File: config.mk
export PLATFORM = sky130hd
export DESIGN_NAME = waveform_peak_decimator
export DESIGN_NICKNAME = d
export VERILOG_FILES = /design/src/hw/rtl/wpd_pkg.sv /design/src/hw/rtl/wpd_in_stage.sv /design/src/hw/rtl/wpd_bucket_core.sv /design/src/hw/rtl/waveform_peak_decimator.sv
export SDC_FILE = /design/constraint.sdc
export NUM_CORES = 1
export LEC_CHECK = 0
export BUFFER_PORTS_ARGS = -buffer_cell sky130_fd_sc_hd__buf_2
export CAP_MARGIN = 20
export CORE_MARGIN = 1.5
export CORE_UTILIZATION = 60
export DETAILED_ROUTE_END_ITERATION = 8
export GPL_TIMING_DRIVEN = 0
export PLACE_DENSITY = 0.78
export SLEW_MARGIN = 10
export SYNTH_ARGS = -nofsm -noshare
export SYNTH_HDL_FRONTEND = slang
export SYNTH_SLANG_ARGS = --single-unit
export TNS_END_PERCENT = 20
File: constraint.sdc
create_clock -name clk -period 17.85 [get_ports clk]
set_input_delay 2.6775 -clock clk [delete_from_list [all_inputs] [get_ports clk]]
set_output_delay 2.6775 -clock clk [all_outputs]
set_load 0.01 [all_outputs]
File: src/hw/rtl/wpd_pkg.sv
// Shared types and constants for the waveform peak decimator.
// Used by every module of the block; depends on nothing.
`default_nettype none

package wpd_pkg;

  localparam int SAMPLE_WIDTH = 16;
  localparam int LENGTH_WIDTH = 16;
  localparam int COUNT_WIDTH  = 13;
  localparam int ACC_WIDTH    = LENGTH_WIDTH + COUNT_WIDTH;

  localparam logic [COUNT_WIDTH-1:0] COUNT_MIN   = COUNT_WIDTH'(9);
  localparam logic [COUNT_WIDTH-1:0] COUNT_MAX   = COUNT_WIDTH'(4096);
  localparam logic [COUNT_WIDTH-1:0] COUNT_RESET = COUNT_WIDTH'(256);

  typedef struct packed {
    logic signed [SAMPLE_WIDTH-1:0] sample;
    logic [LENGTH_WIDTH-1:0]        block_length;
  } sample_item_t;

  typedef struct packed {
    logic signed [SAMPLE_WIDTH-1:0] point_value;
    logic                           last_point;
  } point_item_t;

  typedef struct packed {
    logic load_last;
    logic position_zero;
    logic bucket_open;
  } core_status_t;

endpackage

`default_nettype wire

File: src/hw/rtl/wpd_in_stage.sv
// Input register of the waveform peak decimator: holds one sample word.
// Depends on wpd_pkg for the sample word type.
`default_nettype none

module wpd_in_stage (
  input  wire logic                  clk,
  input  wire logic                  rst,
  input  wire logic                  sample_valid,
  output logic                       sample_stall,
  input  wire wpd_pkg::sample_item_t sample_item,
  input  wire logic                  advance,
  output logic                       held_valid,
  output wpd_pkg::sample_item_t      held_item
);

  // The held word moves on whenever the core can take it, so a new word
  // can be taken in every cycle in which the result is not stalled.
  assign sample_stall = held_valid && !advance;

  always_ff @(posedge clk) begin
    if (rst) begin
      held_valid <= 1'b0;
    end else if (!sample_stall) begin
      held_valid <= sample_valid;
    end
  end

  always_ff @(posedge clk) begin
    if (!sample_stall && sample_valid) begin
      held_item <= sample_item;
    end
  end

endmodule

`default_nettype wire

File: src/hw/rtl/wpd_bucket_core.sv
// Bucket tracking and peak logic with the result register.
// Depends on wpd_pkg for widths, the word types and the status struct.
`default_nettype none

module wpd_bucket_core (
  input  wire logic                                clk,
  input  wire logic                                rst,
  input  wire logic                                held_valid,
  input  wire wpd_pkg::sample_item_t               held_item,
  input  wire logic [wpd_pkg::COUNT_WIDTH-1:0]     point_count,
  output logic                                     advance,
  output logic                                     point_valid,
  input  wire logic                                point_stall,
  output wpd_pkg::point_item_t                     point_item,
  output wpd_pkg::core_status_t                    status
);

  localparam int Sw   = wpd_pkg::SAMPLE_WIDTH;
  localparam int Lw   = wpd_pkg::LENGTH_WIDTH;
  localparam int Cw   = wpd_pkg::COUNT_WIDTH;
  localparam int Aw   = wpd_pkg::ACC_WIDTH;
  localparam int NcW  = Lw + Cw;
  localparam int ProdW = Lw + 1 + Cw;

  logic [Lw-1:0]  sample_position;
  logic [Aw-1:0]  boundary_accumulator;
  logic [Sw-2:0]  running_peak;
  logic           first_sign_negative;
  logic           bucket_open;

  logic [Lw-1:0]  sample_position_next;
  logic [Aw-1:0]  boundary_accumulator_next;
  logic [Sw-2:0]  running_peak_next;
  logic           first_sign_negative_next;
  logic           bucket_open_next;

  logic [Lw-1:0]    n_eff;
  logic [Lw:0]      pos_inc;
  logic [Lw:0]      pos_plus2;
  logic             is_last;
  logic             pass_through;
  logic             s_neg;
  logic [Sw-2:0]    inv_low;
  logic [Sw-2:0]    mag;
  logic [Sw-2:0]    peak_base;
  logic [Sw-2:0]    peak_new;
  logic             sign_base;
  logic [Aw-1:0]    acc_base;
  logic [ProdW-1:0] bound;
  logic             closes;
  logic             emit;
  logic             fire;
  wpd_pkg::point_item_t result;

  assign advance = !point_valid || !point_stall;
  assign fire    = held_valid && advance;

  always_comb begin
    n_eff        = (held_item.block_length == '0) ? Lw'(1) : held_item.block_length;
    pos_inc      = {1'b0, sample_position} + (Lw+1)'(1);
    pos_plus2    = {1'b0, sample_position} + (Lw+1)'(2);
    is_last      = pos_inc >= {1'b0, n_eff};
    pass_through = NcW'(n_eff) <= NcW'(point_count);

    // Magnitude of the sample; full-scale negative saturates.
    s_neg   = held_item.sample[Sw-1];
    inv_low = ~held_item.sample[Sw-2:0];
    if (s_neg) begin
      mag = (&inv_low) ? '1 : inv_low + (Sw-1)'(1);
    end else begin
      mag = held_item.sample[Sw-2:0];
    end

    if (bucket_open) begin
      peak_base = running_peak;
      sign_base = first_sign_negative;
      acc_base  = boundary_accumulator;
    end else begin
      peak_base = '0;
      sign_base = s_neg;
      acc_base  = (sample_position == '0) ? Aw'(n_eff) : boundary_accumulator;
    end
    peak_new = (mag > peak_base) ? mag : peak_base;

    // floor(acc / T) <= p + 1 holds exactly when acc < (p + 2) * T.
    bound  = ProdW'(pos_plus2) * ProdW'(point_count);
    closes = is_last || (ProdW'(acc_base) < bound);

    sample_position_next      = sample_position;
    boundary_accumulator_next = boundary_accumulator;
    running_peak_next         = running_peak;
    first_sign_negative_next  = first_sign_negative;
    bucket_open_next          = bucket_open;
    result.last_point         = is_last;

    if (pass_through) begin
      emit                      = 1'b1;
      result.point_value        = held_item.sample;
      bucket_open_next          = 1'b0;
      boundary_accumulator_next = '0;
    end else begin
      emit                     = closes;
      running_peak_next        = peak_new;
      first_sign_negative_next = sign_base;
      if (sign_base) begin
        result.point_value = Sw'(0) - {1'b0, peak_new};
      end else begin
        result.point_value = {1'b0, peak_new};
      end
      if (closes) begin
        bucket_open_next          = 1'b0;
        boundary_accumulator_next = acc_base + Aw'(n_eff);
      end else begin
        bucket_open_next          = 1'b1;
        boundary_accumulator_next = acc_base;
      end
    end

    if (is_last) begin
      sample_position_next      = '0;
      boundary_accumulator_next = '0;
      bucket_open_next          = 1'b0;
    end else begin
      sample_position_next = pos_inc[Lw-1:0];
    end
  end

  always_ff @(posedge clk) begin
    if (rst) begin
      sample_position      <= '0;
      boundary_accumulator <= '0;
      running_peak         <= '0;
      first_sign_negative  <= 1'b0;
      bucket_open          <= 1'b0;
    end else if (fire) begin
      sample_position      <= sample_position_next;
      boundary_accumulator <= boundary_accumulator_next;
      running_peak         <= running_peak_next;
      first_sign_negative  <= first_sign_negative_next;
      bucket_open          <= bucket_open_next;
    end
  end

  always_ff @(posedge clk) begin
    if (rst) begin
      point_valid <= 1'b0;
    end else if (advance) begin
      point_valid <= fire && emit;
    end
  end

  always_ff @(posedge clk) begin
    if (fire && emit) begin
      point_item <= result;
    end
  end

  assign status.load_last     = fire && is_last;
  assign status.position_zero = sample_position == '0;
  assign status.bucket_open   = bucket_open;

endmodule

`default_nettype wire

File: src/hw/rtl/waveform_peak_decimator.sv
// Top level of the waveform peak decimator: configuration register, input
// register and bucket core. Depends on wpd_pkg, wpd_in_stage, wpd_bucket_core.
//
// Usage: sample words (sample, block_length) enter on sample_valid/sample_stall;
// display points (point_value, last_point) leave on point_valid/point_stall.
// A word is taken at a rising edge with valid high and stall low. Each block
// of N samples becomes point_count points, each the peak magnitude of its
// bucket with the sign of the bucket's first sample; when N <= point_count
// every sample passes through as its own point. last_point marks a block's
// final point. Most samples produce no point.
// Throughput: one sample per cycle while the receiver does not stall; the
// bucket closing test, a (position + 2) * point_count multiply and compare, is
// combinational. A closing sample goes first to the input register, its point
// then to the result register, where it stays valid until it is taken.
// point_count is written with cfg_write/cfg_data; values outside 9..4096
// are ignored. Reset (rst, synchronous) sets point_count to 256, empties both
// registers and starts a fresh block. When the receiver stalls, the result
// register holds its point, one more sample waits in the input register and
// sample_stall then rises.
`default_nettype none

module waveform_peak_decimator (
  input  wire logic                              clk,
  input  wire logic                              rst,
  input  wire logic                              sample_valid,
  output logic                                   sample_stall,
  input  wire wpd_pkg::sample_item_t             sample_item,
  output logic                                   point_valid,
  input  wire logic                              point_stall,
  output wpd_pkg::point_item_t                   point_item,
  input  wire logic                              cfg_write,
  input  wire logic [wpd_pkg::COUNT_WIDTH-1:0]   cfg_data
);

  logic [wpd_pkg::COUNT_WIDTH-1:0] point_count;
  logic                            advance;
  logic                            held_valid;
  wpd_pkg::sample_item_t           held_item;
  wpd_pkg::core_status_t           status;

  always_ff @(posedge clk) begin
    if (rst) begin
      point_count <= wpd_pkg::COUNT_RESET;
    end else if (cfg_write && cfg_data >= wpd_pkg::COUNT_MIN &&
                 cfg_data <= wpd_pkg::COUNT_MAX) begin
      point_count <= cfg_data;
    end
  end

  wpd_in_stage u_in_stage (
    .clk          (clk),
    .rst          (rst),
    .sample_valid (sample_valid),
    .sample_stall (sample_stall),
    .sample_item  (sample_item),
    .advance      (advance),
    .held_valid   (held_valid),
    .held_item    (held_item)
  );

  wpd_bucket_core u_core (
    .clk         (clk),
    .rst         (rst),
    .held_valid  (held_valid),
    .held_item   (held_item),
    .point_count (point_count),
    .advance     (advance),
    .point_valid (point_valid),
    .point_stall (point_stall),
    .point_item  (point_item),
    .status      (status)
  );

  a_count_range: assert property (@(posedge clk) disable iff (rst)
    point_count >= wpd_pkg::COUNT_MIN && point_count <= wpd_pkg::COUNT_MAX)
    else $error("point_count left its legal range");

  a_stall_cause: assert property (@(posedge clk) disable iff (rst)
    sample_stall |-> held_valid && point_valid && point_stall)
    else $error("input stalled without a blocked result");

  a_block_end: assert property (@(posedge clk) disable iff (rst)
    status.load_last |=> status.position_zero && !status.bucket_open)
    else $error("block end did not restart the block");

  a_drain: assert property (@(posedge clk) disable iff (rst)
    point_valid && !point_stall && !held_valid |=> !point_valid)
    else $error("result appeared with no sample pending");

endmodule

`default_nettype wire
; Yosys cells after proc, flatten, opt, wreduce, memory -nomap -nowiden
; Cells that the tools add are included.
[totals]
elab_cells = 60
output_inout_bits = 19
input_bits = 50
ff_bits = 126
[op_classes]
mul = 1
bitwise = 2
order_cmp = 6
muxes = 18
n_addsub = 5
reduce_logical = 16
[ops]
columns = operator, count
row1 = 29-bit two-way mux, 5
row2 = 16-bit two-way mux, 4
row3 = 15-bit two-way mux, 4
row4 = 16-bit logical NOT, 2
row5 = 29-bit by 30-bit < comparator with 1-bit output, 1
row6 = 17-bit by 13-bit multiplier with 30-bit output, 1
row7 = 29-bit by 16-bit adder with 29-bit output, 1
row8 = 16-bit by 1-bit adder with 17-bit output (second input constant), 1
row9 = 16-bit by 2-bit adder with 17-bit output (second input constant), 1
row10 = 17-bit by 16-bit greater-or-equal comparator with 1-bit output, 1
row11 = 16-bit by 13-bit <= comparator with 1-bit output, 1
row12 = 1-bit by 15-bit subtractor with 16-bit output (first input constant), 1
row13 = 15-bit by 1-bit adder with 15-bit output (second input constant), 1
row14 = 15-bit greater-than comparator, 1
row15 = 15-bit NOT, 1
row16 = 15-bit AND reduction, 1
row17 = 13-bit by 4-bit greater-or-equal comparator with 1-bit output (second input constant), 1
row18 = 13-bit <= comparator (second input constant), 1
row19 = 1-bit logical AND, 6
row20 = 1-bit two-way mux, 5
row21 = 1-bit logical NOT, 4
row22 = 1-bit logical OR, 2
row23 = 2-bit AND reduction, 1
row24 = 1-bit NOT, 1

; Longest topological paths before layout
[logic_depth]
word_depth = 9
depth_mapped = 40
mapped_depth_nobuf = 37

; By module
; Synthesis repeated with hierarchy kept, for this count alone.
[hier_totals]
cells_unflattened = 2000
area_unflattened_um2 = 16604.7
[modules_own_cells]
columns = module, cells_each, seq_area_each_um2, area_each_um2, n_inst
row1 = wpd_bucket_core, 1899, 1771.7, 14929.3, 1
row2 = wpd_in_stage, 36, 980.9, 1011.0, 1
row3 = waveform_peak_decimator, 65, 260.2, 664.4, 1

; Least setup slack after synthesis
; No wires, ideal clock.
[synth_timing]
path_type = register to register
startpoint = register u_core.sample_position[2]
endpoint = register, netlist name u_core.point_item[0]
path_stages_with_launch = 39
n_path_buf = 3
slack_ns = 8.086
setup_time_ns = 0.390
period_less_slack_ns = 9.764
required_ns = 17.460
t_arrival_ns = 9.374
cell_sequence = dfxtp_1 -> ha_1 -> nand3_1 -> nor2_1 -> and3_1 -> and3_1 -> clkbuf_1 -> and3_1 -> clkbuf_1 -> and3_1 -> xor2_1 -> nand2_1 -> fa_1 -> fa_1 -> inv_1 -> fa_1 -> fa_1 -> inv_1 -> [... 3 more ...] -> o21a_1 -> or2_1 -> a41o_1 -> o211ai_1 -> a21boi_0 -> o311ai_0 -> nand2_1 -> ha_1 -> a21oi_1 -> o22ai_1 -> o21ai_0 -> nand2b_1 -> a21oi_1 -> a32oi_4 -> nand2_4 -> buf_2 -> nor2_1 -> nor2_1
[synth_between]
elab_chain_len = 7
elab_cells_between_ends = 11
cone_classes = add/sub (2) / mul (1) / order compare (2) / mux (3) / reduce/logical (3)
[synth_rtl]
columns = item, line_no
row1 = from (decl), wpd_bucket_core.sv:25  ; logic [Lw-1:0] sample_position;
row2 = from (signal assigned), wpd_bucket_core.sv:136  ; sample_position <= sample_position_next;
row3 = "parallel branches: the longest is 4 deep, another holds 17-bit by 13-bit multiplier with 30-bit output", n/a
row4 = 1-bit logical OR *, wpd_bucket_core.sv:87  ; closes = is_last || (ProdW'(acc_base) < bound);
row5 = 1-bit two-way mux *, wpd_bucket_core.sv:96  ; if (pass_through) begin
row6 = 1-bit logical AND *, wpd_bucket_core.sv:153  ; if (fire && emit) begin
; Mark *: on every way between the ends.
; A chain may end at the register's enable or synchronous reset.

; Worst setup path after layout
[layout_timing]
startpoint = register u_core.sample_position[2]
endpoint = register, netlist name u_core.point_item[4]
[layout_between]
elab_chain_len = 7
elab_cells_between_ends = 11
cone_classes = add/sub (2) / mul (1) / order compare (2) / mux (3) / reduce/logical (3)
[layout_rtl]
columns = item, line_no
row1 = "parallel branches: the longest is 4 deep, another holds 17-bit by 13-bit multiplier with 30-bit output", n/a
row2 = 1-bit logical OR *, wpd_bucket_core.sv:87
row3 = 1-bit two-way mux *, wpd_bucket_core.sv:96
row4 = 1-bit logical AND *, wpd_bucket_core.sv:153
; Marked as above.

==> summary by stage <==
Timing
The count of final max-slew check failures was 0. Setup violations remaining at the end of the flow were counted as 0. The actual transition at the worst max-transition pin is between 900 and 1000 ps.

Headroom to the max-slew limit came out at 33.93%. The worst clock skew is 15.57 ps. Setup repair after global routing left no endpoint under its margin. The hold violation total from the final report is 0. For the finished layout, the period the worst path requires is 11310 ps. Dividing the final minimum period by the clock period gives 63.37%.

The achievable frequency is 88.41 MHz. Setup total negative slack on the finished layout was measured at 0 ps.

Floorplanning
For this configuration, the core starts out at a cell density of about three fifths. The core region is 27030 um^2. The die area is about 29000 um^2. Row generation in the floorplan step produced 60 rows. The die outline height is 169.1 um. From left edge to right edge, the die measures about 170 um.

The I/O pin count is 69.

Placement
The count of port buffers added during placement is 67. The HPWL after detailed placement is 40.12 mm. The placed instances occupy a cell area of 17350 um^2. The placer congestion estimate is approximately 0.99.

Clock network
The root buffer selected by CTS is clkbuf_16. No sink is reached through more buffers than the 2 on the longest clock path. CTS built an H-tree with a depth of 4. Post-CTS repair changed the size of 0 cells. After clock tree synthesis, the clock-pin slew on the worst setup and hold paths is 60 ps. The source-to-sink clock delay at the later pin of the worst-skew pair is about 440 ps.

The number of clock buffers inserted by TritonCTS is 17. The count of buffers added by post-CTS timing repair for setup is 0. The post-cts hold buffer count is 0.

TritonCTS built the clock tree. The CTS sink count is 126.

Global routing
After global routing, the most crowded layer is met2. The met3 layer usage reported by global route is under 10%. The first global-routing pass estimated 80.16 mm of wire. Entering global routing, the biggest net connects 33 pins. The number of antenna violations at the first check in global routing is 0. For this run, global-route usage on met2 was measured as 59.26%.

In the global route stage, met1 resource usage came out at 47.34%. For this run, the total global-route usage over all layers was measured as between 30 and 40%. The number of global-route vias before repair is 15164. The total grt overflow is 0.

Cells and area
Summing all flip-flop and latch instances after layout gives 3013 um^2. The final instance area is between 15000 and 20000 um^2. The layout has 2282 filler cells. The number of nets in the final layout is 2475. Compared with the post-synthesis result, the final layout area differs by 8.409%.

The post-route netlist has between 6 and 7% of its cells at a drive strength greater than 1. The antenna diode count is 0. The area of combinational cells with multiple inputs is 12160 um^2.

Detailed routing
Dividing the detail-routed wire length by the instance count gives ~20 um. The detailed-route vias per instance is 6.151. For this run, the detailed router's first-pass iteration total came to 6.

The first routing iteration left 1575 violations. The number of remaining DRC errors is 0. Across all layers, the routed design uses ~15000 vias. The antenna violation net count after detailed routing is 0. Summed over all layers, the routed wires come to approximately 50 mm.

Worst setup path
The kind of cell with the highest combined delay on the critical path is adder cells. STA puts the critical path data arrival time at 11440 ps. Together, buffers and inverters on the worst path number 7.

The launch point of the worst reg-to-reg path is u_core.sample_position[2]$_SDFFE_PP0P_. The depth of the worst register-to-register path is 39. The required time at the worst-slack endpoint is 17980 ps. The largest individual stage delay along the critical path comes from the cell xor2_1. By startpoint and endpoint, the worst setup path is classified as register to register. For flop-to-flop paths, the worst setup slack is 6540 ps. The capture instance of the worst register-to-register path is u_core.point_item[4]$_DFFE_PP_. For this run, the slowest stage of the critical path takes 710 ps. The most common cell type on the critical path is fa_1. The startpoint kind of the worst setup timing path is a register. The largest fanout on the critical path is 14. The endpoint class of the critical path is a register.

Yosys
In this run, distinct cell masters in the synthesized netlist total 83. The number of synthesized register bits is roughly 130. The gate count of the mapped netlist is 2004.

The synthesized netlist occupies a cell area of 16560 um^2. The total number of yosys warnings is 0. The number of nets produced by synthesis is 2388. The share of the yosys chip area belonging to registers is 18.19%.

Among all flip-flop cells after synthesis, the most frequent one is dfxtp_1. Averaged over all synthesized cells, the footprint is ~8.3 um^2. Counting flops with a built-in enable in the synthesized netlist gives slightly below 50. The async set-or-reset flop fraction in the synthesized netlist is 0%.

Worst hold path
The startpoint of the most critical hold path is u_core.boundary_accumulator[14]$_SDFFE_PP0P_. The worst min-delay path category is register to register. The end point of the most critical hold path is u_core.boundary_accumulator[14]$_SDFFE_PP0P_. The worst hold path depth is 2.

Run
Max-cap violations in this run came to 0.

Status
The flow ran to the end, and the final reports show no timing, DRC or antenna violations.

Power
For this design the static power due to leakage is 8.378 nW. VDD sags by at most 0.06129 mV. Dividing total power by cell area gives a power density of 54.31 nW/um^2.
## per-layer routing
metal | vias up | part of all wire (%)
met5 | - | 0
met4 | 0 | 4.8
met3 | 119 | 8.6
met2 | 780 | 46
met1 | 7215 | 41
li1 | 6924 | -
## cell usage after synthesis, types with 14 or more instances
library cell | n | area [um^2]
a21o_1 | 28 | 210.2
a31oi_1 | 14 | 87.58
and2_1 | 72 | 450.4
edfxtp_1 | 49 | 1471
a21oi_1 | 90 | 450.4
fa_1 | 166 | 3323
xor2_1 | 37 | 324.1
a211oi_1 | 16 | 120.1
o21a_1 | 16 | 120.1
or3_1 | 21 | 131.4
dfxtp_1 | 77 | 1541
o21ai_0 | 76 | 380.4
ha_1 | 168 | 2102
inv_1 | 263 | 987.2
nor2_1 | 173 | 649.4
and3_1 | 19 | 118.9
nand2_1 | 246 | 923.4
nor4_1 | 18 | 112.6
xnor2_1 | 37 | 324.1
nand4_1 | 25 | 156.4
clkbuf_1 | 90 | 337.8
nand3_1 | 43 | 215.2
mux2i_1 | 25 | 250.2
o211ai_1 | 18 | 135.1
nor3_1 | 21 | 105.1
## registers in the layout (all words and copies together), names as in the netlist
name and flops:
u_core.sample_position 16, u_core.point_valid 1, u_in_stage.held_valid 1, u_core.first_sign_negative 1, u_core.bucket_open 1, u_core.point_item 17
u_in_stage.held_item 32, point_count 13, u_core.running_peak 15, u_core.boundary_accumulator 29
## report_power, final
group          switching (mW)  total (mW)  internal [mW]
combinational           0.184       0.287          0.103
sequential             0.0121       0.331          0.319
clock                   0.147       0.357          0.209
total                   0.344       0.975          0.631
## worst min-delay path, cell delays in order, from the launching register on
cell     delay, ps
dfxtp_1        310
nand2_1         50
o21ai_1         50
## area by class of cell
class | count | share of cell area [%]
multi-input cells | 1508 | 67.72
inverters | 268 | 5.604
well taps | 341 | 2.377
clock inverters | 11 | 0.5088
plain buffers | 102 | 2.188
flip-flops and latches | 126 | 16.78
clock buffers | 21 | 2.865
repair buffers | 68 | 1.951
## stage by stage
stage | util, % | std cells | power (mW) | setup slack, ps | hold WS, ps
CTS | 66.43 | 2445 | 0.9672 | 6717 | 443.3
global placement | 64.09 | 2412 | 0.6048 | 6174 | 421.1
finish | 66.43 | 2445 | 0.9750 | 6539 | 449.6
global route | 66.43 | 2445 | 1.016 | 5900 | 476.9
detailed placement | 64.19 | 2413 | 0.6129 | 6763 | 429.7
floorplan | - | 2004 | 0.5275 | 8086 | 409.9
## how the worst max path moves through the flow
stage / endpoint / from / slack [ps] / depth (start not counted)
after global routing: u_core.point_item[4]$_DFFE_PP_ / u_core.sample_position[2]$_SDFFE_PP0P_ / 5900 / 39
after floorplan: u_core.point_item[0]$_DFFE_PP_ / u_core.sample_position[2]$_SDFFE_PP0P_ / 8090 / 38
after detailed placement: u_core.point_item[3]$_DFFE_PP_ / u_core.sample_position[2]$_SDFFE_PP0P_ / 6760 / 39
after global placement: u_core.point_item[14]$_DFFE_PP_ / u_core.sample_position[2]$_SDFFE_PP0P_ / 6170 / 38
after CTS: u_core.point_item[4]$_DFFE_PP_ / u_core.sample_position[2]$_SDFFE_PP0P_ / 6720 / 39
final: u_core.point_item[4]$_DFFE_PP_ / u_core.sample_position[2]$_SDFFE_PP0P_ / 6540 / 39
## cell families after synthesis
group,Yosys count,synth area share [%]
DFF,126,18.19
muxes,26,1.579
and+or+nand+nor,704,20.28
buffers and inverters,370,8.447
xor gates and xnor gates,74,3.914
AOI/OAI and AO/OA,370,14.82
adders and majority gates,334,32.76
## layout by cell type (no fill, tap or decap), drive strengths merged, types with 7 or more instances in the layout
cell,Yosys,final
or3,21,21
o21ai,89,89
nand2b,11,11
nor3,23,23
or4,8,8
nand4,25,25
a22oi,9,9
and2,72,72
nand3,43,43
a21o,28,28
nor4,18,18
a211o,9,9
xor2,37,37
and3,19,19
a211oi,17,17
or2,9,9
a31oi,14,14
clkbuf,90,111
a21oi,92,92
inv,264,268
o31ai,7,7
mux2i,25,25
buf,12,80
o211ai,18,18
clkinv,4,11
nor2b,13,13
xnor2,37,37
ha,168,168
edfxtp,49,49
a2bb2oi,7,7
o21a,16,16
nand2,247,247
nor2,173,173
fa,166,166
dfxtp,77,77
Power figures use the tool's default switching activity.
